### src/rtl/core/fbfl_pkg.sv
// Shared types and constants for the fixed-size block free list.
// No dependencies; imported by the core and by the shared multiplier.
`default_nettype none

package fbfl_pkg;

  // Field widths of the command and result ports
  localparam int unsigned OP_W      = 2;
  localparam int unsigned FIDX_W    = 8;
  localparam int unsigned OFF_W     = 21;
  localparam int unsigned CNT_W     = 9;
  localparam int unsigned NB_W      = 9;
  localparam int unsigned BB_W      = 13;
  localparam int unsigned CFG_IDX_W = 2;

  // Register reset values
  localparam int unsigned NB_RESET = 256;
  localparam int unsigned BB_RESET = 8;

  // Free counter saturation value
  localparam logic [CNT_W-1:0] CNT_MAX = '1;

  // Rounded block size and shared multiplier operand widths
  localparam int unsigned RND_W   = 14;
  localparam int unsigned MUL_A_W = 16;
  localparam int unsigned MUL_B_W = 18;
  localparam int unsigned PROD_W  = MUL_A_W + MUL_B_W;

  typedef enum logic [OP_W-1:0] {
    OP_ALLOC = 2'd0,
    OP_FREE  = 2'd1,
    OP_INIT  = 2'd2
  } op_e;

  typedef enum logic [1:0] {
    ST_OK    = 2'd0,
    ST_EMPTY = 2'd1,
    ST_RANGE = 2'd2
  } status_e;

  typedef enum logic [CFG_IDX_W-1:0] {
    REG_NUM_BLOCKS  = 2'd0,
    REG_BLOCK_BYTES = 2'd1
  } cfg_reg_e;

  typedef struct packed {
    logic               en;
    logic [MUL_A_W-1:0] a;
    logic [MUL_B_W-1:0] b;
  } mul_req_t;

endpackage

`default_nettype wire

### src/rtl/core/fbfl_ram.sv
// Generic single-write, single-read RAM with registered read data.
// No dependencies.
`default_nettype none

module fbfl_ram #(
  parameter int unsigned WIDTH = 9,
  parameter int unsigned DEPTH = 256
) (
  input  wire logic                     clk_i,
  input  wire logic                     we_i,
  input  wire logic [$clog2(DEPTH)-1:0] waddr_i,
  input  wire logic [WIDTH-1:0]         wdata_i,
  input  wire logic                     re_i,
  input  wire logic [$clog2(DEPTH)-1:0] raddr_i,
  output logic      [WIDTH-1:0]         rdata_o
);

  logic [WIDTH-1:0] mem_q [DEPTH];

  always_ff @(posedge clk_i) begin
    if (we_i) begin
      mem_q[waddr_i] <= wdata_i;
    end
    if (re_i) begin
      rdata_o <= mem_q[raddr_i];
    end
  end

endmodule

`default_nettype wire

### src/rtl/core/fbfl_mul.sv
// Shared multiplier with registered product, used for size rounding and offsets.
// Depends on fbfl_pkg.
`default_nettype none

module fbfl_mul (
  input  wire logic                     clk_i,
  input  wire fbfl_pkg::mul_req_t       req_i,
  output logic [fbfl_pkg::PROD_W-1:0]   prod_o
);

  import fbfl_pkg::*;

  always_ff @(posedge clk_i) begin
    if (req_i.en) begin
      prod_o <= PROD_W'(req_i.a) * PROD_W'(req_i.b);
    end
  end

endmodule

`default_nettype wire

### src/rtl/core/fixed_block_free_list.sv
// Fixed-size block allocator: LIFO free list in a link RAM, with sequencer.
// Depends on fbfl_pkg, fbfl_ram and fbfl_mul.
//
// Commands are taken on start while busy is low; each gives exactly one
// result, shown for one cycle with done_o high. The receiver cannot stall,
// so results must be captured in the cycle they appear. Free, allocate on
// an empty pool and the unused op code give their result in the cycle after
// the transfer and leave busy low. A successful allocate passes through
// S_ALLOC: the link RAM read of the head block and the shared multiplier
// computing index times rounded size both land in the cycle after the
// transfer. Reinitialise sweeps the whole link RAM, one entry per cycle,
// with busy high throughout, and gives its result once the last entry is
// written. After reset the same clearing pass runs with busy high;
// configuration transfers are taken meanwhile. A block_bytes write keeps
// busy high through the rounding steps RND_DIV and RND_MUL while the shared
// multiplier rounds the size up to whole words.
`default_nettype none

module fixed_block_free_list #(
  parameter int unsigned MAX_BLOCKS = 256,
  parameter int unsigned WORD_BYTES = 8
) (
  input  wire logic                            clk_i,
  input  wire logic                            rst_ni,
  // command channel
  input  wire logic                            start,
  output logic                                 busy,
  input  wire logic [fbfl_pkg::OP_W-1:0]       op_i,
  input  wire logic [fbfl_pkg::FIDX_W-1:0]     free_index_i,
  // configuration channel
  input  wire logic                            cfg_valid_i,
  output logic                                 cfg_ready_o,
  input  wire logic [fbfl_pkg::CFG_IDX_W-1:0]  cfg_index_i,
  input  wire logic [fbfl_pkg::BB_W-1:0]       cfg_data_i,
  // result channel
  output logic                                 done_o,
  output logic [fbfl_pkg::FIDX_W-1:0]          block_index_o,
  output logic [fbfl_pkg::OFF_W-1:0]           byte_offset_o,
  output logic [1:0]                           status_o,
  output logic [fbfl_pkg::CNT_W-1:0]           free_count_o
);

  import fbfl_pkg::*;

  // Block index and link widths; a link holds MAX_BLOCKS as its null code
  localparam int unsigned IDX_W  = $clog2(MAX_BLOCKS);
  localparam int unsigned LINK_W = $clog2(MAX_BLOCKS + 1);
  localparam int unsigned EW     = (LINK_W > NB_W) ? LINK_W : NB_W;
  localparam logic [LINK_W-1:0] NULL_LINK = LINK_W'(MAX_BLOCKS);

  // Rounding by reciprocal: words = ((bytes + W - 1) * RECIP) >> RND_SH,
  // exact for every operand below 2**RND_W
  localparam int unsigned RND_SH = RND_W + $clog2(WORD_BYTES);
  localparam int unsigned RECIP  = ((1 << RND_SH) + WORD_BYTES - 1) / WORD_BYTES;
  localparam int unsigned RST_ROUND =
    ((BB_RESET + WORD_BYTES - 1) / WORD_BYTES) * WORD_BYTES;
  localparam int unsigned RST_N = (MAX_BLOCKS < NB_RESET) ? MAX_BLOCKS : NB_RESET;
  localparam logic [IDX_W-1:0] SWEEP_LAST = IDX_W'(MAX_BLOCKS - 1);

  typedef enum logic [1:0] {
    S_CLEAR,
    S_IDLE,
    S_ALLOC
  } state_e;

  typedef enum logic [1:0] {
    RND_IDLE,
    RND_DIV,
    RND_MUL
  } rnd_e;

  state_e state_q;
  rnd_e   rnd_q;

  logic [IDX_W-1:0]  sweep_q;
  logic [LINK_W-1:0] init_n_q;    // block count latched for the sweep
  logic              from_op_q;   // sweep was started by a command
  logic [LINK_W-1:0] head_q;
  logic [IDX_W-1:0]  blk_q;
  logic [CNT_W-1:0]  cnt_q;
  logic [NB_W-1:0]   num_blocks_q;
  logic [RND_W-1:0]  rounded_q;

  logic              done_q;
  logic [FIDX_W-1:0] bidx_q;
  logic [OFF_W-1:0]  off_q;
  status_e           status_q;

  op_e               op;
  logic              accept;
  logic              cfg_fire;
  logic              head_null;
  logic              in_range;
  logic [EW-1:0]     eff;
  logic [LINK_W-1:0] sweep_nxt;

  logic              ram_we;
  logic [IDX_W-1:0]  ram_waddr;
  logic [LINK_W-1:0] ram_wdata;
  logic              ram_re;
  logic [IDX_W-1:0]  ram_raddr;
  logic [LINK_W-1:0] ram_rdata;

  mul_req_t          mul_req;
  logic [PROD_W-1:0] prod;

  assign op        = op_e'(op_i);
  assign busy      = (state_q != S_IDLE) || (rnd_q != RND_IDLE);
  assign accept    = start && !busy;
  // no register write in the cycle of a command transfer or mid-allocate
  assign cfg_ready_o = (rnd_q == RND_IDLE) && (state_q != S_ALLOC) &&
                       !((state_q == S_IDLE) && start);
  assign cfg_fire  = cfg_valid_i && cfg_ready_o;
  assign head_null = (head_q == NULL_LINK);

  // effective block count: num_blocks clamped to the pool size
  always_comb begin
    if (EW'(num_blocks_q) > EW'(MAX_BLOCKS)) begin
      eff = EW'(MAX_BLOCKS);
    end else begin
      eff = EW'(num_blocks_q);
    end
  end

  assign in_range  = EW'(free_index_i) < eff;
  assign sweep_nxt = LINK_W'(sweep_q) + LINK_W'(1);

  // RAM and multiplier steering; the users never overlap in time
  always_comb begin
    ram_we    = 1'b0;
    ram_waddr = sweep_q;
    ram_wdata = (sweep_nxt < init_n_q) ? sweep_nxt : NULL_LINK;
    ram_re    = 1'b0;
    ram_raddr = IDX_W'(head_q);
    mul_req   = '0;

    if (state_q == S_CLEAR) begin
      ram_we = 1'b1;
    end

    if (accept) begin
      unique case (op)
        OP_ALLOC: begin
          if (!head_null) begin
            ram_re    = 1'b1;
            mul_req.en = 1'b1;
            mul_req.a  = MUL_A_W'(IDX_W'(head_q));
            mul_req.b  = MUL_B_W'(rounded_q);
          end
        end
        OP_FREE: begin
          if (in_range) begin
            ram_we    = 1'b1;
            ram_waddr = IDX_W'(free_index_i);
            ram_wdata = head_q;
          end
        end
        default: ;
      endcase
    end

    // size rounding, step one: scaled reciprocal of the padded size
    if (cfg_fire && (cfg_index_i == REG_BLOCK_BYTES)) begin
      mul_req.en = 1'b1;
      mul_req.a  = MUL_A_W'(RND_W'(cfg_data_i) + RND_W'(WORD_BYTES - 1));
      mul_req.b  = MUL_B_W'(RECIP);
    end

    // step two: whole words back to bytes
    if (rnd_q == RND_DIV) begin
      mul_req.en = 1'b1;
      mul_req.a  = MUL_A_W'(prod[RND_SH +: RND_W]);
      mul_req.b  = MUL_B_W'(WORD_BYTES);
    end
  end

  fbfl_ram #(
    .WIDTH (LINK_W),
    .DEPTH (MAX_BLOCKS)
  ) u_link_ram (
    .clk_i   (clk_i),
    .we_i    (ram_we),
    .waddr_i (ram_waddr),
    .wdata_i (ram_wdata),
    .re_i    (ram_re),
    .raddr_i (ram_raddr),
    .rdata_o (ram_rdata)
  );

  fbfl_mul u_mul (
    .clk_i  (clk_i),
    .req_i  (mul_req),
    .prod_o (prod)
  );

  // Sequencer, rounding steps and registered results
  always_ff @(posedge clk_i or negedge rst_ni) begin
    if (!rst_ni) begin
      state_q      <= S_CLEAR;
      rnd_q        <= RND_IDLE;
      sweep_q      <= '0;
      init_n_q     <= LINK_W'(RST_N);
      from_op_q    <= 1'b0;
      head_q       <= NULL_LINK;
      blk_q        <= '0;
      cnt_q        <= '0;
      num_blocks_q <= NB_W'(NB_RESET);
      rounded_q    <= RND_W'(RST_ROUND);
      done_q       <= 1'b0;
      bidx_q       <= '0;
      off_q        <= '0;
      status_q     <= ST_OK;
    end else begin
      done_q <= 1'b0;

      unique case (rnd_q)
        RND_DIV: rnd_q <= RND_MUL;
        RND_MUL: begin
          rounded_q <= prod[RND_W-1:0];
          rnd_q     <= RND_IDLE;
        end
        default: ;
      endcase

      if (cfg_fire) begin
        if (cfg_index_i == REG_NUM_BLOCKS) begin
          num_blocks_q <= cfg_data_i[NB_W-1:0];
        end else if (cfg_index_i == REG_BLOCK_BYTES) begin
          rnd_q <= RND_DIV;
        end
      end

      unique case (state_q)
        S_CLEAR: begin
          if (sweep_q == SWEEP_LAST) begin
            sweep_q <= '0;
            head_q  <= (init_n_q != '0) ? '0 : NULL_LINK;
            cnt_q   <= CNT_W'(init_n_q);
            state_q <= S_IDLE;
            if (from_op_q) begin
              done_q   <= 1'b1;
              bidx_q   <= '0;
              off_q    <= '0;
              status_q <= ST_OK;
            end
          end else begin
            sweep_q <= sweep_q + IDX_W'(1);
          end
        end

        S_IDLE: begin
          if (accept) begin
            unique case (op)
              OP_ALLOC: begin
                if (head_null) begin
                  done_q   <= 1'b1;
                  bidx_q   <= '0;
                  off_q    <= '0;
                  status_q <= ST_EMPTY;
                end else begin
                  blk_q   <= IDX_W'(head_q);
                  state_q <= S_ALLOC;
                end
              end
              OP_FREE: begin
                done_q <= 1'b1;
                bidx_q <= '0;
                off_q  <= '0;
                if (in_range) begin
                  head_q   <= LINK_W'(free_index_i);
                  status_q <= ST_OK;
                  if (cnt_q != CNT_MAX) begin
                    cnt_q <= cnt_q + CNT_W'(1);
                  end
                end else begin
                  status_q <= ST_RANGE;
                end
              end
              OP_INIT: begin
                init_n_q  <= LINK_W'(eff);
                from_op_q <= 1'b1;
                sweep_q   <= '0;
                state_q   <= S_CLEAR;
              end
              default: begin
                // unused code: plain acknowledge with the current count
                done_q   <= 1'b1;
                bidx_q   <= '0;
                off_q    <= '0;
                status_q <= ST_OK;
              end
            endcase
          end
        end

        S_ALLOC: begin
          // link read and offset product have landed
          head_q <= ram_rdata;
          if (cnt_q != '0) begin
            cnt_q <= cnt_q - CNT_W'(1);
          end
          done_q   <= 1'b1;
          bidx_q   <= FIDX_W'(blk_q);
          off_q    <= prod[OFF_W-1:0] + OFF_W'(WORD_BYTES);
          status_q <= ST_OK;
          state_q  <= S_IDLE;
        end

        default: state_q <= S_IDLE;
      endcase
    end
  end

  assign done_o        = done_q;
  assign block_index_o = bidx_q;
  assign byte_offset_o = off_q;
  assign status_o      = status_q;
  assign free_count_o  = cnt_q;

  // every transfer either answers at once or holds busy
  a_accept_answered: assert property (@(posedge clk_i) disable iff (!rst_ni)
    accept |=> (done_q || busy))
    else $error("command transfer neither answered nor busy");

  // a register write never lands with a command transfer
  a_cfg_apart: assert property (@(posedge clk_i) disable iff (!rst_ni)
    !(cfg_fire && accept))
    else $error("register write coincides with command transfer");

  // the head is a block or the null code, never beyond
  a_head_bound: assert property (@(posedge clk_i) disable iff (!rst_ni)
    head_q <= NULL_LINK)
    else $error("free list head beyond null code");

endmodule

`default_nettype wire
### config.mk
export PLATFORM = sky130hd
export DESIGN_NAME = fixed_block_free_list
export DESIGN_NICKNAME = d
export VERILOG_FILES = /design/src/rtl/core/fbfl_pkg.sv /design/src/rtl/core/fbfl_ram.sv /design/src/rtl/core/fbfl_mul.sv /design/src/rtl/core/fixed_block_free_list.sv
export SDC_FILE = /design/constraint.sdc
export NUM_CORES = 2
export LEC_CHECK = 0
export BUFFER_PORTS_ARGS = -buffer_cell sky130_fd_sc_hd__buf_4
export CAP_MARGIN = 20
export CORE_MARGIN = 2
export CORE_UTILIZATION = 51
export CTS_CLUSTER_DIAMETER = 120
export DETAILED_ROUTE_END_ITERATION = 10
export PLACE_DENSITY = 0.7
export SYNTH_ARGS = -nofsm -noshare
export SYNTH_HDL_FRONTEND = slang
export SYNTH_SLANG_ARGS = --single-unit
### constraint.sdc
create_clock -name clk_i -period 19.8 [get_ports clk_i]
set_input_delay 4.95 -clock clk_i [delete_from_list [all_inputs] [get_ports clk_i]]
set_output_delay 4.95 -clock clk_i [all_outputs]
set_load 0.05 [all_outputs]
## Word-level counts from Yosys, hierarchy flattened

Memory sizes are Yosys's and may differ from the RTL's. A register that Yosys moved wholly into a read port is not among the register bits.
Cells that the tools add are included.

| word-level totals | value |
|---|---|
| bits in registers | 134 |
| bits in latches | 0 |
| bits in writable memories | 2304 |
| ROM bits | 0 |
| input port bits | 29 |
| output and inout port bits | 43 |
| word-level logic and storage cells | 150 |
| memories | 1 |

| operators by class | value |
|---|---|
| add/sub/neg operators | 6 |
| $mul | 1 |
| div/mod/pow operators | 0 |
| magnitude comparators | 3 |
| eq/ne operators | 24 |
| shifts and indexed selects | 0 |
| muxes and demuxes | 73 |
| bitwise logic cells | 1 |
| reductions and logical operators | 26 |

Memories:

| memory | words | bits a word | rd ports | clocked after Yosys merged registers in | write ports | RTL line | RTL |
|---|---|---|---|---|---|---|---|
| u_link_ram.mem_q | 256 | 9 | 1 | 1 | 1 | fbfl_ram.sv:18 | `logic [WIDTH-1:0] mem_q [DEPTH];` |

Operators by type and width:

| operator | number |
|---|---|
| $mux 35 | 5 |
| $mux 9 | 16 |
| $mux 21 | 4 |
| $mux 8 | 10 |
| $pmux 21 s3 | 1 |
| $pmux 9 s3 | 2 |
| $pmux 21 s2 | 1 |
| $pmux 8 s2 | 2 |
| $mul 16x18->31 | 1 |
| $pmux 8 s3 | 1 |
| $mux 2 | 11 |
| $add 21x4->21 const B | 1 |
| $reduce_bool 9->1 | 2 |
| $add 13x3->14 const B | 1 |
| $mux 1 | 13 |
| $ne 2x2->1 const B | 6 |
| $pmux 2 s2 | 3 |
| $pmux 2 s3 | 2 |
| $ne 2x1->1 const B | 5 |
| $add 8x1->9 const B | 1 |
| $add 9x1->9 const B | 1 |
| $eq 9x9->1 const B | 1 |
| $gt 9x9->1 const B | 1 |
| $lt 8x9->1 | 1 |
| 24 further kinds | 42 |

## Longest topological paths before layout

| depth | value |
|---|---|
| depth after elaboration | 9 |
| gate-level depth with buffers | 35 |

## Hierarchy

Synthesis repeated with hierarchy kept, for this count alone.

| unflattened totals | value |
|---|---|
| cells, all modules | 6058 |
| area, all modules | 106181.8 µm² |

Modules (own cells, without submodules):

| module | instances | cells each | area each (µm²) | seq. area each (µm²) |
|---|---|---|---|---|
| fbfl_ram | 1 | 4237 | 89368.2 | 69456.6 |
| fbfl_mul | 1 | 1135 | 10517.6 | 1021.0 |
| fixed_block_free_list | 1 | 686 | 6296.0 | 2582.5 |

## Worst setup path after synthesis

Ideal clock, no wire load.

| path | value |
|---|---|
| path kind | in2reg |
| start point | input free_index_i[6] (netlist name) |
| end point | memory u_link_ram.mem_q[0][0] (data pin) |
| data arrival time | 16.500 ns |
| required time | 17.609 ns |
| path slack | 1.109 ns |
| stages | 10 |
| path through | ha_1 -> a211o_1 -> a21oi_1 -> o21ai_0 -> a311oi_1 -> o21ai_1 -> clkbuf_1 -> clkbuf_1 -> o21ai_1 -> o21ai_0 |

| on the way | value |
|---|---|
| longest elaborated chain between the ends | 4 |

RTL lines:

| what | RTL line | RTL |
|---|---|---|
| start, declared | fixed_block_free_list.sv:29 | `input wire logic [fbfl_pkg::FIDX_W-1:0] free_index_i,` |
| $lt 8x9->1 | fixed_block_free_list.sv:125 | `assign in_range = EW'(free_index_i) < eff;` |
| $mux 9 | fixed_block_free_list.sv:152 | `if (in_range) begin` |
| $mux 9 | fixed_block_free_list.sv:142 | `unique case (op)` |
| $mux 9 | fixed_block_free_list.sv:141 | `if (accept) begin` |
| via ram_wdata[0] | fixed_block_free_list.sv:99 | `logic [LINK_W-1:0] ram_wdata;` |
| end, declared | fbfl_ram.sv:18 |  |

The timed path passes the listed nets, and every way through them passes these cells.

## Final worst setup path

| path | value |
|---|---|
| start point | input start |
| end point | register u_mul.prod_o[27] (netlist name) (data pin) |

| on the way | value |
|---|---|
| longest elaborated chain between the ends | 8 |
| elaborated cells between the ends (all ways) | 10 |
| those cells by class | mul (1); mux (3); reduce/logical (6) |

RTL lines:

| what | RTL line | RTL |
|---|---|---|
| start, declared | fixed_block_free_list.sv:26 | `input wire logic start,` |
| $logic_and 1x1->1 | fixed_block_free_list.sv:112 | `!((state_q == S_IDLE) && start);` |
| $logic_not 1->1 | fixed_block_free_list.sv:112 |  |
| $logic_and 1x1->1 | fixed_block_free_list.sv:111 | `assign cfg_ready_o = (rnd_q == RND_IDLE) && (state_q != S_ALLOC) &&` |
| $logic_and 1x1->1 | fixed_block_free_list.sv:113 | `assign cfg_fire = cfg_valid_i && cfg_ready_o;` |
| $logic_and 1x1->1 | fixed_block_free_list.sv:163 | `if (cfg_fire && (cfg_index_i == REG_BLOCK_BYTES)) begin` |
| $mux 35 (*) | fixed_block_free_list.sv:163 |  |
| $mux 35 (*) | fixed_block_free_list.sv:170 | `if (rnd_q == RND_DIV) begin` |
| $mul 16x18->31 (*) | fbfl_mul.sv:15 | `prod_o <= PROD_W'(req_i.a) * PROD_W'(req_i.b);` |
| end signal, assigned | fbfl_mul.sv:15 |  |
| end, declared | fbfl_mul.sv:8 | `output logic [fbfl_pkg::PROD_W-1:0] prod_o` |

Mark *: on every way between the ends. The rest lies on a longest branch, timed or not.
A chain may end at the register's enable or synchronous reset.

==> results by group <==
Worst setup path
  • Type of origin of the critical path: input pin
  • Arrival @ worst endpoint: 13.21 ns
  • Worst R2R Setup Slack: 10.03 ns
  • Max incr delay on CP: 0.72 ns
  • Crit. Startpoint: start
  • Critical-path maximum fanout: 41
  • Critical path data required time: 20.40 ns
  • Worst reg2reg path endpoint: u_mul.prod_o[27]
  • CP Capture Type: flop
  • R2R cell count: 28
  • Worst Setup Path Type: input pin to flop
  • Cell repeated most along the worst path: fa_1
  • CP max-delay cell: a221oi_1
  • RR Startpoint: head_q[4]

Clock tree
  • Clock root buffer master: clkbuf_16
  • Inserted Clock Buffers: 233
  • CTS clk-pin slew, worst paths: 0.06 ns
  • Hold_buf cts: 0
  • CTS tree: built
  • Worst skew pair latency: 0.88 ns
  • # resized after CTS: 0
  • H-tree levels: 4
  • Post-CTS Setup Inserts: 0
  • Clock buffer depth: 3
  • Clk sink count: 2447

Hold path
  • Min-delay src: byte_offset_o[12]
  • Hold depth: 2
  • Hold Path End: byte_offset_o[12]
  • Worst Hold Class: flop to flop

Outcome
  • Status: finished, final reports clean

Route
  • DRC viols: 0
  • Initial DRC count: 6192
  • DR vias/cell: 6.153
  • Antenna-violating nets left: 0
  • First-pass DRT Iterations: 6
  • DR WL/cell: 29.35 um
  • Via Count: 50570
  • Detailed Route WL: 241.2 mm

Logic synthesis
  • Top post-synthesis cells by area: edfxtp_1 68%, mux4_2 16%, fa_1 3.1%
  • Post-synth top flop: edfxtp_1
  • Part of the Yosys area used for sequential elements: 70.96%
  • Async set-reset flop share out of synthesis: 4.209%
  • Cell Area, Synth: 0.1028 mm^2
  • Seq cells post-synth: 2447
  • Yosys warns: 0
  • Post-synth EDFFs: 2344
  • Synth top area share: 68.45%
  • Synth area leader: edfxtp_1
  • Mapped Cells: 5139
  • Yosys cell types: 67
  • Syn_area_per_cell: 20.01 um^2

Cells and area
  • Nets: 5678
  • Most common cell after layout, fill and taps aside: edfxtp_1
  • Synthesis-to-layout area growth: 11.68%
  • Fraction of layout cells with a size suffix above 1: 24.25%
  • Most frequent cells in the layout: 2344 x edfxtp_1, 747 x mux4_2, 395 x nor2_1

Die
  • Initial Util: 51.40%
  • Die span in x: 453.0 um
  • Core area: 0.2001 mm^2
  • Row count: 164
  • I/O Pins: 72
  • Die area: 0.2052 mm^2
  • Die height: 453.0 um

STA
  • Min cycle time layout: 12.62 ns
  • Setup_tns: 0 ns
  • RSZ-0062 raised after global routing: no
  • Period utilization: 63.72%
  • Fin. max-slew vios: 0
  • Max_slew headroom: 22.54%
  • F_max: 79.26 MHz
  • Clock Skews: 0.05353 ns
  • Final Setup Violations: 0
  • Tightest Pin Transition: 1.162 ns
  • Final hold viol count: 0

Power and ir drop
  • Leak Pwr: 0.03754 uW
  • Pwr Total: 17000 uW
  • VDD IR max: 0.2513 mV
  • Power Density: 148.0 mW/mm^2

Global routing
  • Gr ovfl total: 0
  • Largest net degree at the start of global routing: 201
  • First-pass GRT wire length: 352.9 mm
  • Vias in the first global route: 50370
  • Initial antenna violation count: 5
  • Total GRT Usage: 23.64%

Placed design
  • IO Port Bufs: 71
  • DP HPWL: 145.5 mm
  • GP Congestion: 0.8772

Flow run
  • Number of max-cap violations: 0
==> stage by stage <==
stage | cells | hold WS [ns] | utilization, % | instance area, um^2 | setup slack, ns
3_3_place_gp | 7768 | 0.4595 | 53.50 | 107000 | 6.492
3_5_place_dp | 7768 | 0.4669 | 53.50 | 107000 | 6.349
4_1_cts | 8205 | 0.4808 | 57.35 | 114700 | 7.258
2_1_floorplan | 5215 | 0.4498 | - | 103100 | 1.109
5_1_grt | 8215 | 0.5041 | 57.40 | 114800 | 6.690
6_report | 8218 | 0.4747 | 57.40 | 114800 | 7.183
==> cell families (layout without fill, tap and decap cells) <==
| family | after synthesis | in the layout | share of synthesized area, % |
|---|---|---|---|
| xor gates and xnor gates | 60 | 60 | 0.5111 |
| adders and majority gates | 296 | 296 | 4.748 |
| muxes | 807 | 807 | 16.98 |
| AOI/OAI and AO/OA | 293 | 293 | 1.808 |
| other | 2 | 85 | 0.007304 |
| buffers and inverters | 511 | 851 | 1.930 |
| and+or+nand+nor | 723 | 723 | 3.052 |
| DFF | 2447 | 2447 | 70.96 |
==> registers in the layout, summed over array words and instances (netlist names), 2 cells and up <==
name	count
u_link_ram.mem_q	2304
u_mul.prod_o	31
byte_offset_o	21
rounded_q	14
free_count_o	9
head_q	9
init_n_q	9
num_blocks_q	9
u_link_ram.rdata_o	9
blk_q	8
block_index_o	8
sweep_q	8
rnd_q	2
state_q	2
status_o	2
==> worst max-delay path: cells and delay by family <==
| kind | cells | cell delay (ns) |
|---|---|---|
| xor gates and xnor gates | 1 | 0.08 |
| AOI/OAI and AO/OA | 7 | 2.14 |
| and+or+nand+nor | 8 | 2.07 |
| buffers and inverters | 5 | 0.59 |
| adders and majority gates | 7 | 3.37 |
==> where the power goes <==
part           switching [uW]  internal, uW
clock network            1940          2530
registers                 247          6570
logic                    3450          2260
total                    5650         11400
==> layout make-up <==
| class | count | area, um^2 |
|---|---|---|
| Antenna cell | 7 | 17.52 |
| Clock buffer | 279 | 6056 |
| Clock inverter | 158 | 1650 |
| Fill cell | 14390 | 85230 |
| Inverter | 252 | 945.9 |
| Multi-Input combinational cell | 2257 | 28500 |
| Sequential cell | 2447 | 72990 |
| Tap cell | 2656 | 3323 |
| Timing Repair Buffer | 162 | 1364 |
==> worst max path at each step <==
stage | end | cells after the start
floorplan | u_link_ram.mem_q[0][0] | 10
global placement | u_mul.prod_o[27] | 28
detailed placement | u_mul.prod_o[27] | 28
CTS | u_mul.prod_o[27] | 28
global route | u_mul.prod_o[27] | 28
finish | u_mul.prod_o[27] | 28
==> layer usage <==
metal | global-route usage (%) | part of all wire (%) | vias to the layer above
met4 | 7.297 | 3.1 | 0
li1 | - | - | 21020
met5 | 0 | 0 | -
met2 | 36.72 | 48 | 2272
met1 | 34.16 | 40 | 26890
met3 | 4.776 | 8.7 | 387
==> synth_stat cells (all sizes together), types with 3 or more instances <==
| master | number |
|---|---|
| nand4 | 9 |
| xnor2 | 35 |
| o21ai | 68 |
| edfxtp | 2344 |
| mux4 | 747 |
| nor3 | 22 |
| nor2b | 21 |
| o21a | 12 |
| clkbuf | 164 |
| a211oi | 11 |
| and3 | 17 |
| o22ai | 8 |
| inv | 251 |
| buf | 95 |
| or4 | 3 |
| mux2i | 31 |
| a32oi | 4 |
| o221ai | 12 |
| a31oi | 25 |
| nand2b | 22 |
| or2 | 8 |
| a22oi | 22 |
| mux2 | 29 |
| ha | 139 |
| nand2 | 140 |
| and2 | 12 |
| dfrtp | 99 |
| a21oi | 70 |
| xor2 | 25 |
| a21o | 14 |
| o31ai | 22 |
| nor4 | 8 |
| or3 | 4 |
| nor4b | 4 |
| o21bai | 8 |
| dfstp | 4 |
| nor3b | 3 |
| nor2 | 395 |
| fa | 157 |
| a211o | 3 |
| nand3 | 48 |
(Power assumes the default switching activity.)
